<file path="config.mk">
export PLATFORM = sky130hd
export DESIGN_NAME = tile_dirty_tracker_unit
export DESIGN_NICKNAME = d
export VERILOG_FILES = /design/src/tdt_pkg.sv /design/src/tile_dirty_tracker_unit.sv /design/src/tdt_ctrl.sv /design/src/tdt_datapath.sv
export SDC_FILE = /design/constraint.sdc
export NUM_CORES = 1
export LEC_CHECK = 0
export BUFFER_PORTS_ARGS = -buffer_cell sky130_fd_sc_hd__buf_2
export CAP_MARGIN = 20
export CORE_MARGIN = 2
export CORE_UTILIZATION = 50
export DETAILED_ROUTE_END_ITERATION = 10
export HOLD_SLACK_MARGIN = 0.06
export PLACE_DENSITY = 0.71
export SYNTH_ARGS = -nofsm -noshare
export SYNTH_HDL_FRONTEND = slang
export SYNTH_SLANG_ARGS = --single-unit
export TNS_END_PERCENT = 100
</file>
<file path="constraint.sdc">
create_clock -name clk -period 6.1 [get_ports clk]
set_input_delay 0 -clock clk [delete_from_list [all_inputs] [get_ports clk]]
set_output_delay 0 -clock clk [all_outputs]
set_load 0.01 [all_outputs]
</file>
<file path="src/tdt_pkg.sv">
// Shared types and constants for the tile dirty tracker.
// Used by the controller, the datapath and the top level.
`timescale 1ns / 1ps

package tdt_pkg;

	localparam int MAX_COLS = 8;
	localparam int MAX_ROWS = 8;
	localparam int NTILES   = MAX_COLS * MAX_ROWS;
	localparam int SWEEP    = (MAX_COLS > MAX_ROWS) ? MAX_COLS : MAX_ROWS;
	localparam int CNT_W    = $clog2(SWEEP + 1);
	localparam int COL_W    = (MAX_COLS > 1) ? $clog2(MAX_COLS) : 1;
	localparam int ROW_W    = (MAX_ROWS > 1) ? $clog2(MAX_ROWS) : 1;
	localparam int IDX_W    = (NTILES > 1) ? $clog2(NTILES) : 1;
	localparam int DIM_W    = 13;
	localparam int CRD_W    = 12;
	localparam int ACC_W    = DIM_W + CNT_W;

	typedef enum logic [2:0] {
		FUNC_SET        = 3'd0,
		FUNC_INFO_TILE  = 3'd1,
		FUNC_INFO_PIX   = 3'd2,
		FUNC_ALL_DIRTY  = 3'd3,
		FUNC_ALL_CLEAN  = 3'd4,
		FUNC_LIST_DIRTY = 3'd5,
		FUNC_LIST_RECT  = 3'd6,
		FUNC_NOP        = 3'd7
	} func_t;

	localparam logic [1:0] REG_WIDTH  = 2'd0;
	localparam logic [1:0] REG_HEIGHT = 2'd1;
	localparam logic [1:0] REG_EDGE   = 2'd2;
	localparam logic [1:0] REG_SPARE  = 2'd3;

	typedef enum logic [2:0] {
		ST_IDLE,
		ST_SWEEP,
		ST_DISPATCH,
		ST_WALK,
		ST_FINAL
	} state_t;

	typedef struct packed {
		logic load;
		logic sweep;
		logic set_one;
		logic set_all;
		logic all_value;
		logic single_init;
		logic walk_init;
		logic walk_step;
		logic final_load;
	} cmd_t;

	typedef struct packed {
		func_t func;
		logic  sweep_last;
		logic  walk_empty;
		logic  step_ok;
		logic  walk_end;
		logic  out_free;
	} sts_t;

endpackage

</file>
<file path="src/tile_dirty_tracker_unit.sv">
// Top level of the tile dirty tracker: controller plus datapath.
// Depends on tdt_pkg, tdt_ctrl and tdt_datapath.
//
//   channel  | handshake               | payload
//   ---------+-------------------------+---------------------------------------
//   input    | in_valid / in_ready     | func, tile_col, tile_row, dirty_value,
//            |                         | pix_x, pix_y, rect_w, rect_h
//   output   | out_valid / out_ready   | out_col, out_row, origin_x, origin_y,
//            |                         | span_w, span_h, tile_ok, tile_dirty, last
//   config   | cfg_we (no wait)        | cfg_index, cfg_data
//
// Each transaction is accepted in the idle state, then runs a sweep of the shared
// edge accumulator (tile counts and quotients) and a dispatch state.
// Listings then visit one tile per cycle unless the walk is held, up to 64, then a final state.
// Output stalls hold the walk only when a finished result cannot be handed over.
// Reset sets every dirty bit, clears the raster size and sets the edge to 256.
`timescale 1ns / 1ps

module tile_dirty_tracker_unit (
	input  logic                  clk,
	input  logic                  arst_n,
	input  logic                  cfg_we,
	input  logic [1:0]            cfg_index,
	input  logic [tdt_pkg::DIM_W-1:0] cfg_data,
	input  logic                  in_valid,
	output logic                  in_ready,
	input  logic [2:0]            func,
	input  logic [tdt_pkg::CRD_W-1:0] tile_col,
	input  logic [tdt_pkg::CRD_W-1:0] tile_row,
	input  logic                  dirty_value,
	input  logic [tdt_pkg::CRD_W-1:0] pix_x,
	input  logic [tdt_pkg::CRD_W-1:0] pix_y,
	input  logic [tdt_pkg::CRD_W-1:0] rect_w,
	input  logic [tdt_pkg::CRD_W-1:0] rect_h,
	output logic                  out_valid,
	input  logic                  out_ready,
	output logic [tdt_pkg::CRD_W-1:0] out_col,
	output logic [tdt_pkg::CRD_W-1:0] out_row,
	output logic [tdt_pkg::CRD_W-1:0] origin_x,
	output logic [tdt_pkg::CRD_W-1:0] origin_y,
	output logic [tdt_pkg::DIM_W-1:0] span_w,
	output logic [tdt_pkg::DIM_W-1:0] span_h,
	output logic                  tile_ok,
	output logic                  tile_dirty,
	output logic                  last
);
	import tdt_pkg::*;

	cmd_t cmd;
	sts_t sts;

	tdt_ctrl u_ctrl (
		.clk      (clk),
		.arst_n   (arst_n),
		.in_valid (in_valid),
		.in_ready (in_ready),
		.sts      (sts),
		.cmd      (cmd)
	);

	tdt_datapath u_dp (
		.clk         (clk),
		.arst_n      (arst_n),
		.cfg_we      (cfg_we),
		.cfg_index   (cfg_index),
		.cfg_data    (cfg_data),
		.func        (func),
		.tile_col    (tile_col),
		.tile_row    (tile_row),
		.dirty_value (dirty_value),
		.pix_x       (pix_x),
		.pix_y       (pix_y),
		.rect_w      (rect_w),
		.rect_h      (rect_h),
		.cmd         (cmd),
		.sts         (sts),
		.out_valid   (out_valid),
		.out_ready   (out_ready),
		.out_col     (out_col),
		.out_row     (out_row),
		.origin_x    (origin_x),
		.origin_y    (origin_y),
		.span_w      (span_w),
		.span_h      (span_h),
		.tile_ok     (tile_ok),
		.tile_dirty  (tile_dirty),
		.last        (last)
	);

endmodule

</file>
<file path="src/tdt_ctrl.sv">
// Controller state machine of the tile dirty tracker.
// Depends on tdt_pkg; drives the datapath through cmd_t and reads sts_t.
`timescale 1ns / 1ps

module tdt_ctrl (
	input  logic         clk,
	input  logic         arst_n,
	input  logic         in_valid,
	output logic         in_ready,
	input  tdt_pkg::sts_t sts,
	output tdt_pkg::cmd_t cmd
);
	import tdt_pkg::*;

	state_t state_q, state_d;

	always_ff @(posedge clk or negedge arst_n) begin
		if (!arst_n) begin
			state_q <= ST_IDLE;
		end else begin
			state_q <= state_d;
		end
	end

	always_comb begin
		state_d  = state_q;
		cmd      = '0;
		in_ready = 1'b0;
		case (state_q)
			ST_IDLE: begin
				in_ready = 1'b1;
				if (in_valid) begin
					cmd.load = 1'b1;
					state_d  = ST_SWEEP;
				end
			end
			ST_SWEEP: begin
				cmd.sweep = 1'b1;
				if (sts.sweep_last) state_d = ST_DISPATCH;
			end
			ST_DISPATCH: begin
				case (sts.func)
					FUNC_SET: begin
						cmd.set_one = 1'b1;
						state_d     = ST_IDLE;
					end
					FUNC_INFO_TILE, FUNC_INFO_PIX: begin
						cmd.single_init = 1'b1;
						state_d         = ST_FINAL;
					end
					FUNC_ALL_DIRTY: begin
						cmd.set_all   = 1'b1;
						cmd.all_value = 1'b1;
						state_d       = ST_IDLE;
					end
					FUNC_ALL_CLEAN: begin
						cmd.set_all = 1'b1;
						state_d     = ST_IDLE;
					end
					FUNC_LIST_DIRTY, FUNC_LIST_RECT: begin
						cmd.walk_init = 1'b1;
						state_d       = sts.walk_empty ? ST_FINAL : ST_WALK;
					end
					default: begin
						state_d = ST_IDLE;
					end
				endcase
			end
			ST_WALK: begin
				cmd.walk_step = 1'b1;
				if (sts.step_ok && sts.walk_end) state_d = ST_FINAL;
			end
			ST_FINAL: begin
				if (sts.out_free) begin
					cmd.final_load = 1'b1;
					state_d        = ST_IDLE;
				end
			end
			default: begin
				state_d = ST_IDLE;
			end
		endcase
	end

endmodule

</file>
<file path="src/tdt_datapath.sv">
// Datapath of the tile dirty tracker: configuration, dirty bits, divide sweep,
// tile walk and the output register. Depends on tdt_pkg.
`timescale 1ns / 1ps

module tdt_datapath (
	input  logic                  clk,
	input  logic                  arst_n,
	input  logic                  cfg_we,
	input  logic [1:0]            cfg_index,
	input  logic [tdt_pkg::DIM_W-1:0] cfg_data,
	input  logic [2:0]            func,
	input  logic [tdt_pkg::CRD_W-1:0] tile_col,
	input  logic [tdt_pkg::CRD_W-1:0] tile_row,
	input  logic                  dirty_value,
	input  logic [tdt_pkg::CRD_W-1:0] pix_x,
	input  logic [tdt_pkg::CRD_W-1:0] pix_y,
	input  logic [tdt_pkg::CRD_W-1:0] rect_w,
	input  logic [tdt_pkg::CRD_W-1:0] rect_h,
	input  tdt_pkg::cmd_t         cmd,
	output tdt_pkg::sts_t         sts,
	output logic                  out_valid,
	input  logic                  out_ready,
	output logic [tdt_pkg::CRD_W-1:0] out_col,
	output logic [tdt_pkg::CRD_W-1:0] out_row,
	output logic [tdt_pkg::CRD_W-1:0] origin_x,
	output logic [tdt_pkg::CRD_W-1:0] origin_y,
	output logic [tdt_pkg::DIM_W-1:0] span_w,
	output logic [tdt_pkg::DIM_W-1:0] span_h,
	output logic                  tile_ok,
	output logic                  tile_dirty,
	output logic                  last
);
	import tdt_pkg::*;

	// Configuration and tile state.
	logic [DIM_W-1:0]  width_q, height_q, edge_q;
	logic [NTILES-1:0] dirty_q;

	// Latched input transaction.
	func_t             func_q;
	logic [CRD_W-1:0]  tcol_q, trow_q, px_q, py_q, rw_q, rh_q;
	logic              dv_q;

	// Sweep: k*edge accumulated one step a cycle gives tile counts and
	// saturated quotients without a divider.
	logic [ACC_W-1:0]  acc_q;
	logic [CNT_W-1:0]  step_q, cols_q, rows_q, qx_q, qy_q, qex_q, qey_q;

	// Walk and pending result.
	logic [CNT_W-1:0]  c_q, r_q, c_lo_q, c_hi_q, r_hi_q;
	logic [CRD_W-1:0]  pend_c_q, pend_r_q;
	logic              pend_q;

	logic              out_valid_q;
	logic [CRD_W-1:0]  out_col_q, out_row_q, origin_x_q, origin_y_q;
	logic [DIM_W-1:0]  span_w_q, span_h_q;
	logic              tile_ok_q, tile_dirty_q, last_q;

	logic              grid_ok;
	logic [CNT_W-1:0]  cols_eff, rows_eff, ex_eff, ey_eff;
	logic [ACC_W-1:0]  acc_next;
	logic [DIM_W-1:0]  sum_x, sum_y;
	logic              out_free, qualify, step_ok, walk_end, walk_empty;
	logic [IDX_W-1:0]  walk_idx, set_idx, pend_idx;
	logic              set_inside, pend_inside;
	logic [ACC_W-1:0]  ox, oy, sw_full, sh_full;
	logic              emit_load, emit_last;

	assign grid_ok  = (width_q != '0) && (height_q != '0) && (edge_q != '0);
	assign cols_eff = grid_ok ? cols_q : '0;
	assign rows_eff = grid_ok ? rows_q : '0;
	assign ex_eff   = (qex_q > cols_eff - 1'b1) ? cols_eff - 1'b1 : qex_q;
	assign ey_eff   = (qey_q > rows_eff - 1'b1) ? rows_eff - 1'b1 : qey_q;
	assign acc_next = acc_q + ACC_W'(edge_q);
	assign sum_x    = DIM_W'(px_q) + DIM_W'(rw_q);
	assign sum_y    = DIM_W'(py_q) + DIM_W'(rh_q);
	assign out_free = !out_valid_q || out_ready;

	assign walk_empty = (cols_eff == '0) || (rows_eff == '0) ||
		((func_q == FUNC_LIST_RECT) && ((qx_q > ex_eff) || (qy_q > ey_eff)));

	assign walk_idx = IDX_W'(int'(r_q) * MAX_COLS + int'(c_q));
	assign qualify  = (func_q == FUNC_LIST_DIRTY) ? dirty_q[walk_idx] : 1'b1;
	assign step_ok  = !(qualify && pend_q && !out_free);
	assign walk_end = (c_q == c_hi_q) && (r_q == r_hi_q);

	assign set_inside = (tcol_q < CRD_W'(cols_eff)) && (trow_q < CRD_W'(rows_eff));
	assign set_idx    = IDX_W'(int'(trow_q[ROW_W-1:0]) * MAX_COLS + int'(tcol_q[COL_W-1:0]));

	// Geometry of the pending tile; only meaningful when it lies in the grid.
	assign pend_inside = pend_q && (pend_c_q < CRD_W'(cols_eff)) &&
		(pend_r_q < CRD_W'(rows_eff));
	assign pend_idx = IDX_W'(int'(pend_r_q[ROW_W-1:0]) * MAX_COLS +
		int'(pend_c_q[COL_W-1:0]));
	assign ox       = ACC_W'(pend_c_q[COL_W-1:0]) * ACC_W'(edge_q);
	assign oy       = ACC_W'(pend_r_q[ROW_W-1:0]) * ACC_W'(edge_q);
	assign sw_full  = ACC_W'(width_q) - ox;
	assign sh_full  = ACC_W'(height_q) - oy;

	assign emit_load = cmd.final_load || (cmd.walk_step && step_ok && qualify && pend_q);
	assign emit_last = cmd.final_load;

	always_comb begin
		sts            = '0;
		sts.func       = func_q;
		sts.sweep_last = (step_q == CNT_W'(SWEEP - 1));
		sts.walk_empty = walk_empty;
		sts.step_ok    = step_ok;
		sts.walk_end   = walk_end;
		sts.out_free   = out_free;
	end

	always_ff @(posedge clk or negedge arst_n) begin
		if (!arst_n) begin
			width_q  <= '0;
			height_q <= '0;
			edge_q   <= DIM_W'(256);
			dirty_q  <= '1;
		end else if (cfg_we) begin
			case (cfg_index)
				REG_WIDTH:  width_q  <= cfg_data;
				REG_HEIGHT: height_q <= cfg_data;
				REG_EDGE:   edge_q   <= cfg_data;
				default:    ;
			endcase
			if (cfg_index != REG_SPARE) dirty_q <= '1;
		end else if (cmd.set_all) begin
			dirty_q <= {NTILES{cmd.all_value}};
		end else if (cmd.set_one && set_inside) begin
			dirty_q[set_idx] <= dv_q;
		end
	end

	always_ff @(posedge clk) begin
		if (cmd.load) begin
			func_q <= func_t'(func);
			tcol_q <= tile_col;
			trow_q <= tile_row;
			dv_q   <= dirty_value;
			px_q   <= pix_x;
			py_q   <= pix_y;
			rw_q   <= rect_w;
			rh_q   <= rect_h;
		end
	end

	always_ff @(posedge clk) begin
		if (cmd.load) begin
			acc_q  <= '0;
			step_q <= '0;
			cols_q <= '0;
			rows_q <= '0;
			qx_q   <= '0;
			qy_q   <= '0;
			qex_q  <= '0;
			qey_q  <= '0;
		end else if (cmd.sweep) begin
			// Step k compares (k-1)*edge for the counts and k*edge for quotients.
			acc_q  <= acc_next;
			step_q <= step_q + 1'b1;
			if (step_q < CNT_W'(MAX_COLS) && acc_q < ACC_W'(width_q))  cols_q <= cols_q + 1'b1;
			if (step_q < CNT_W'(MAX_ROWS) && acc_q < ACC_W'(height_q)) rows_q <= rows_q + 1'b1;
			if (acc_next <= ACC_W'(px_q))  qx_q  <= qx_q + 1'b1;
			if (acc_next <= ACC_W'(py_q))  qy_q  <= qy_q + 1'b1;
			if (acc_next <= ACC_W'(sum_x)) qex_q <= qex_q + 1'b1;
			if (acc_next <= ACC_W'(sum_y)) qey_q <= qey_q + 1'b1;
		end
	end

	always_ff @(posedge clk) begin
		if (cmd.walk_init) begin
			if (func_q == FUNC_LIST_RECT) begin
				c_q    <= qx_q;
				r_q    <= qy_q;
				c_lo_q <= qx_q;
				c_hi_q <= ex_eff;
				r_hi_q <= ey_eff;
			end else begin
				c_q    <= '0;
				r_q    <= '0;
				c_lo_q <= '0;
				c_hi_q <= cols_eff - 1'b1;
				r_hi_q <= rows_eff - 1'b1;
			end
		end else if (cmd.walk_step && step_ok) begin
			if (c_q == c_hi_q) begin
				c_q <= c_lo_q;
				r_q <= r_q + 1'b1;
			end else begin
				c_q <= c_q + 1'b1;
			end
		end
	end

	always_ff @(posedge clk or negedge arst_n) begin
		if (!arst_n) begin
			pend_q <= 1'b0;
		end else if (cmd.walk_init) begin
			pend_q <= 1'b0;
		end else if (cmd.single_init || (cmd.walk_step && step_ok && qualify)) begin
			pend_q <= 1'b1;
		end
	end

	always_ff @(posedge clk) begin
		if (cmd.single_init) begin
			if (func_q == FUNC_INFO_TILE) begin
				pend_c_q <= tcol_q;
				pend_r_q <= trow_q;
			end else begin
				pend_c_q <= CRD_W'(qx_q);
				pend_r_q <= CRD_W'(qy_q);
			end
		end else if (cmd.walk_step && step_ok && qualify) begin
			pend_c_q <= CRD_W'(c_q);
			pend_r_q <= CRD_W'(r_q);
		end
	end

	always_ff @(posedge clk or negedge arst_n) begin
		if (!arst_n) begin
			out_valid_q <= 1'b0;
		end else if (emit_load) begin
			out_valid_q <= 1'b1;
		end else if (out_ready) begin
			out_valid_q <= 1'b0;
		end
	end

	always_ff @(posedge clk) begin
		if (emit_load) begin
			last_q <= emit_last;
			if (pend_inside) begin
				out_col_q    <= pend_c_q;
				out_row_q    <= pend_r_q;
				origin_x_q   <= ox[CRD_W-1:0];
				origin_y_q   <= oy[CRD_W-1:0];
				span_w_q     <= (sw_full > ACC_W'(edge_q)) ? edge_q : sw_full[DIM_W-1:0];
				span_h_q     <= (sh_full > ACC_W'(edge_q)) ? edge_q : sh_full[DIM_W-1:0];
				tile_ok_q    <= 1'b1;
				tile_dirty_q <= dirty_q[pend_idx];
			end else begin
				out_col_q    <= '0;
				out_row_q    <= '0;
				origin_x_q   <= '0;
				origin_y_q   <= '0;
				span_w_q     <= '0;
				span_h_q     <= '0;
				tile_ok_q    <= 1'b0;
				tile_dirty_q <= 1'b0;
			end
		end
	end

	assign out_valid  = out_valid_q;
	assign out_col    = out_col_q;
	assign out_row    = out_row_q;
	assign origin_x   = origin_x_q;
	assign origin_y   = origin_y_q;
	assign span_w     = span_w_q;
	assign span_h     = span_h_q;
	assign tile_ok    = tile_ok_q;
	assign tile_dirty = tile_dirty_q;
	assign last       = last_q;

endmodule
</file>
==> results of run 1 <==
[through the flow]
step	total power (µW)	instances	hold slack [ns]	util, %	instance area (µm²)
after floorplan	9230	2408	-0.296	-	24200
after global placement	11300	3147	0.0527	54.2	25800
after detailed placement	11600	3147	0.0577	54.2	25800
after CTS	14100	3337	0.0663	59.4	28300
after global routing	15700	3359	0.0945	60.2	28700
final	14600	3359	0.0888	60.2	28700
[final cells by class]
| cell class | instances | area (µm²) | area share (%) |
|---|---|---|---|
| inverter | 144 | 543 | 1.89 |
| sequential | 350 | 9600 | 33.5 |
| multi-input combinational | 1808 | 13800 | 48.1 |
| timing repair buffer | 370 | 2740 | 9.55 |
| clock inverter | 10 | 72.6 | 0.253 |
| clock buffer | 62 | 1170 | 4.06 |
| tap | 615 | 769 | 2.68 |
[sequential cells by signal (all words and copies together) (netlist names), 13 cells and up]
signal and cells:
u_dp.acc_q 17, u_dp.span_h 13, u_dp.span_w 13, u_dp.width_q 13
u_dp.height_q 13, u_dp.dirty_q 64, u_dp.edge_q 13
[worst reg2reg max path: cells and delay by family, from the launching register on]
kind            cells  cell delay (ns)
compound gates      9             1.55
xor+xnor            2             0.40
fa+ha+maj           5             1.60
buf+inv             4             0.44
flops               1             0.54
mux                 1             0.20
simple gates        6             0.92
[Yosys cell counts (10+ instances only)]
library cell	instances	area, µm²
a31oi_1	11	68.8
mux2_2	33	372
nand3_1	34	170
o21ai_0	79	395
nor3_1	27	135
xor2_1	37	324
mux2i_1	113	1130
buf_1	12	45.0
nand4_1	30	188
edfxtp_1	197	5920
nor4_1	20	125
a21oi_1	182	911
and2_1	30	188
or3_1	11	68.8
a21o_1	36	270
inv_1	142	533
dfrtp_1	43	1080
dfstp_2	65	1710
nor2b_1	30	188
and3_1	26	163
ha_1	233	2920
clkbuf_1	75	282
mux4_2	36	811
xnor2_1	64	561
nor2_1	228	856
o21bai_1	13	97.6
o21a_1	65	488
dfxtp_1	45	901
nand2_1	239	897
nor3b_1	10	75.1
fa_1	29	581
nand2b_1	20	125
a211oi_1	27	203
or2_2	12	75.1
[layer usage]
layer	global-route usage, %	up-vias	wire, µm
li1	-	9247	-
met1	35.0	9545	28500
met2	46.3	743	33300
met3	4.36	184	4600
met4	12.5	0	3310
met5	0	-	0
[kinds of logic (layout without fill, tap and decap cells)]
logic type                 after synthesis  count (layout)  share of synthesized area, %
muxes                                  184             184                          9.73
xor gates and xnor gates               101             101                          3.67
DFF                                    350             350                          39.9
other                                    1              16                        0.0156
AOI/OAI and AO/OA                      489             489                          12.9
adders and majority gates              263             263                          14.6
and+or+nand+nor                        755             755                          15.0
buffers and inverters                  250             586                          4.25
[power breakdown]
| group | total (µW) | internal (µW) | switching [µW] | leakage [µW] |
|---|---|---|---|---|
| sequential | 3530 | 3100 | 426 | 0.00341 |
| combinational | 8780 | 3670 | 5110 | 0.00814 |
| clock | 2340 | 1350 | 984 | 0.000601 |
| total | 14600 | 8130 | 6520 | 0.0121 |
[what timing repair did]
item / CTS / global route
hold buffers: 118 / 0
resized for setup: 2 / 54
pin swaps: 0 / 42
endpoints found under the hold margin: 166 / 0
setup endpoints to repair: 25 / 26
cloned: 0 / 2
setup buffers: 0 / 18
[path summary, 6_finish.rpt]
check                      slack (ns)                to             start
min reg2reg                      0.48    u_dp.step_q[1]    u_dp.step_q[1]
min in group asynchronous        0.57    u_dp.edge_q[8]            arst_n
max in group asynchronous        4.74  u_dp.dirty_q[53]            arst_n
max                              0.16    u_dp.span_h[6]  u_dp.pend_r_q[1]
min                              0.09  u_dp.width_q[10]      cfg_index[0]
max reg2reg                      0.16    u_dp.span_h[6]  u_dp.pend_r_q[1]
==> results.yml, run 1 <==
routing:
  routed_via_density: 5.87
  dr.pass1.iters: 5
  drc: 0
  detail_route.wl_per_cell_um: 20.7
  vias: 19700
  drt-total-wl_um: 69600
  postRouteAntennaNets: 0
  drt_iter0_drc: 1426
final_layout:
  drive_gt1_share_pct: 19.1
  fill_cells: 3948
  final_common_cell: "nand2_1"
  final_cell_mix: "nand2_1, ha_1, nor2_1"
  n_antenna_cell: 0
  area_growth_pct: 19.1
  final_nets: 3072
clock_tree:
  cts_tree: "built"
  cts_buffers: 40
  clkSinkCount: 350
  clockRootBuffer: "clkbuf_16"
  insertion_delay_ns: 0.57
  htree_levels: 2
  clk_pin_slew_worst_paths_ns: 0.06
  cts_buffer_depth: 3
critical_path:
  crit_fanout: 7
  worst-r2r-cell-count: 27
  crit_path_end_kind: "register"
  crit_top_cell: "a21oi_2"
  slowest_delay_ns: 0.54
  cp.depth: 27
  arrival_ns: 6.23
  worstPathRequired_ns: 6.39
  crit_buf_inv: 4
  critPathTopFamily: "adder cells"
  critPathKind: "register to register"
  start_kind: "register"
  cp_slowest_cell: "edfxtp_1"
sta:
  min_period_ns: 5.94
  hold_viol: 0
  drv_slew: 0
  relSlewSlack_pct: 22.4
  finClkSkew_ns: 0.0196
  worst_slack_ns: 0.163
  tns_ns: 0
  setup_viol: 0
  fmax_mhz: 168
  fin_crit_sh_pct: 97.3
  worst_pin_slew_ns: 1.16
yosys:
  ys_ff_latch: 350
  synthesis.area_mm2: 0.0241
  syn_area_per_cell_um2: 10.1
  synth_ff_type: "edfxtp_1"
  async_flop_share_pct: 30.9
  synthCells: 2393
  ys_warn_count: 0
  yosysUniqueCellTypes: 89
  synth_edf_count: 197
  ys_seq_area_share_pct: 39.9
power:
  p_leak_uw: 0.0121
  p_per_area_mw_per_mm2: 510
  peakVddDrop_uv: 264
outcome:
  outcome: "completed"
global_routing:
  antenna_found_initial: 1
  grt_max_degree: 78
  track_usage_pct: 27.5
  grt_pass1_vias: 19800
  grt_overflow_total: 0
  grt_pass1_wl_um: 108000
hold_path:
  hold_path_depth: 5
  hp-class: "input pin to register"
floorplan:
  die_w_um: 224
  start_util_pct: 50.6
  core_area_mm2: 0.0476
  die-area_mm2: 0.0500
  die_h_um: 224
  core.rowCount: 80
  ios: 175
place:
  place_ws_ns: -0.0464
  dp_hpwl_um: 50300
  place.gp.congestion: 0.936
  port_buffers: 174
run:
  drv_cap: 0
No activity file was read; power rests on OpenSTA's default activity.
==> run 2, diff against run 1 <==
- CORE_UTILIZATION: 50 -> 55
- CTS_CLUSTER_SIZE: unset -> 10
- PLACE_DENSITY: 0.71 -> 0.77
==> run 2 against run 1 <==
Effect of this change: final area down 0.46%; combinational power down 1%; critical path depth down 2; total power down 0.83%; count of clock-buffer cells in the layout up 11; critical endpoint is now u_dp.span_h[5]; highest routed layer is now met5.
==> results.yml, run 2 (synthesized netlist as in run 1, its figures left out) <==
sta:
  finClkSkew_ns: 0.0230
  fin_crit_sh_pct: 99.0
  min_period_ns: 6.04
  worst_pin_slew_ns: 1.07
  fmax_mhz: 166
  setup_viol: 0
  relSlewSlack_pct: 28.4
  drv_slew: 0
  hold_viol: 0
  worst_slack_ns: 0.0581
  tns_ns: 0
critical_path:
  worstPathRequired_ns: 6.38
  slowest_delay_ns: 0.51
  crit_top_cell: "ha_1"
  cp_slowest_cell: "fa_1"
  arrival_ns: 6.33
  crit_path_end_kind: "register"
  start_kind: "register"
  critPathTopFamily: "compound AO/OA/AOI/OAI gates"
  crit_buf_inv: 3
  crit_fanout: 8
  critPathKind: "register to register"
final_layout:
  final_cell_mix: "nand2_1, ha_1, nor2_1"
  largest_reg_flops: 64
  area_growth_pct: 18.6
  largest_registers: "u_dp.dirty_q: 64 flops, u_dp.acc_q: 17 flops"
  n_antenna_cell: 0
  final_nets: 3074
  fin_area_mm2: 0.0286
  top_register: "u_dp.dirty_q"
  drive_gt1_share_pct: 18.5
  final_common_cell: "nand2_1"
power:
  p_leak_uw: 0.0121
  p_per_area_mw_per_mm2: 508
  peakVddDrop_uv: 335
  power_uw: 14500
routing:
  routed_via_density: 6.03
  detail_route.wl_per_cell_um: 20.8
  drt_iter0_drc: 2018
  postRouteAntennaNets: 0
  drc: 0
  vias: 20100
  drt-total-wl_um: 69300
  dr.pass1.iters: 6
clock_tree:
  cts_tree: "built"
  clockRootBuffer: "clkbuf_16"
  htree_levels: 2
  cts_buffer_depth: 3
  cts_buffers: 42
  clk_pin_slew_worst_paths_ns: 0.06
  insertion_delay_ns: 0.58
  clkSinkCount: 350
global_routing:
  antenna_found_initial: 2
  grt_pass1_wl_um: 106000
  track_usage_pct: 30.1
  grt_max_degree: 78
  grt_overflow_total: 0
  grt_pass1_vias: 19900
hold_path:
  hp-class: "input pin to register"
floorplan:
  die_h_um: 213
  die_w_um: 213
  core.rowCount: 76
  core_area_mm2: 0.0432
  start_util_pct: 55.8
  die-area_mm2: 0.0455
  ios: 175
place:
  port_buffers: 174
  dp_hpwl_um: 49200
  place_ws_ns: -0.0683
  place_area_mm2: 0.0258
  place.gp.congestion: 0.982
outcome:
  outcome: "completed"
run:
  drv_cap: 0
[run 2: timing repair]
item                                   CTS  global route
hold buffers                           118             0
pin swaps                                0            16
gates resized for setup                  2            41
endpoints found under the hold margin  164             0
cloned                                   0             2
setup endpoints to repair               16            26
setup buffers                            0            16
[run 2: stage by stage]
step | instances | hold WS, ns | util (%)
global route | 3334 | 0.115 | 66.2
CTS | 3313 | 0.0899 | 65.4
floorplan | 2408 | -0.296 | -
detailed placement | 3118 | 0.178 | 59.8
global placement | 3118 | 0.176 | 59.8
finish | 3334 | 0.122 | 66.2
[run 2: path summary, 6_finish.rpt]
kind                                 from          endpoint  slack (ns)  cells past startpoint
max in group asynchronous          arst_n  u_dp.height_q[9]        4.82                      3
setup / recovery           u_dp.edge_q[3]    u_dp.span_h[5]        0.06                     25
hold / removal                  rect_h[7]      u_dp.rh_q[7]        0.12                      2
hold reg to reg            u_dp.step_q[1]    u_dp.step_q[1]        0.48                      2
min in group asynchronous          arst_n  u_dp.dirty_q[10]        0.31                      2
setup reg to reg           u_dp.edge_q[3]    u_dp.span_h[5]        0.06                     25
[run 2: cell type report]
cell class | instances | area, µm²
clock buffers | 73 | 1200
fillers | 3345 | 14600
repair buffers | 370 | 2730
flip-flops and latches | 350 | 9600
well taps | 585 | 732
multi-input cells | 1808 | 13700
clock inverters | 4 | 38.8
inverters | 144 | 543
[run 2: where the power goes]
part	internal, µW	leakage (µW)	switching [µW]
Combinational	3630	0.00811	5030
Sequential	3100	0.00341	444
Clock	1330	0.000592	991
[run 2: worst register-to-register path, delay by kind of cell, from the launching register on]
family,cells,cell delay (ns)
simple gates,6,1.15
mux,1,0.22
flops,1,0.41
buf+inv,3,0.44
xor+xnor,2,0.42
fa+ha+maj,4,1.45
compound gates,9,1.67
[run 2: per-layer routing]
layer / GRT usage [%] / vias to the layer above / wire (µm)
met3: 4.88 / 210 / 5370
li1: - / 9240 / -
met5: 0 / - / 18
met2: 50.8 / 942 / 33200
met4: 14.3 / 2 / 3330
met1: 37.9 / 9722 / 27400
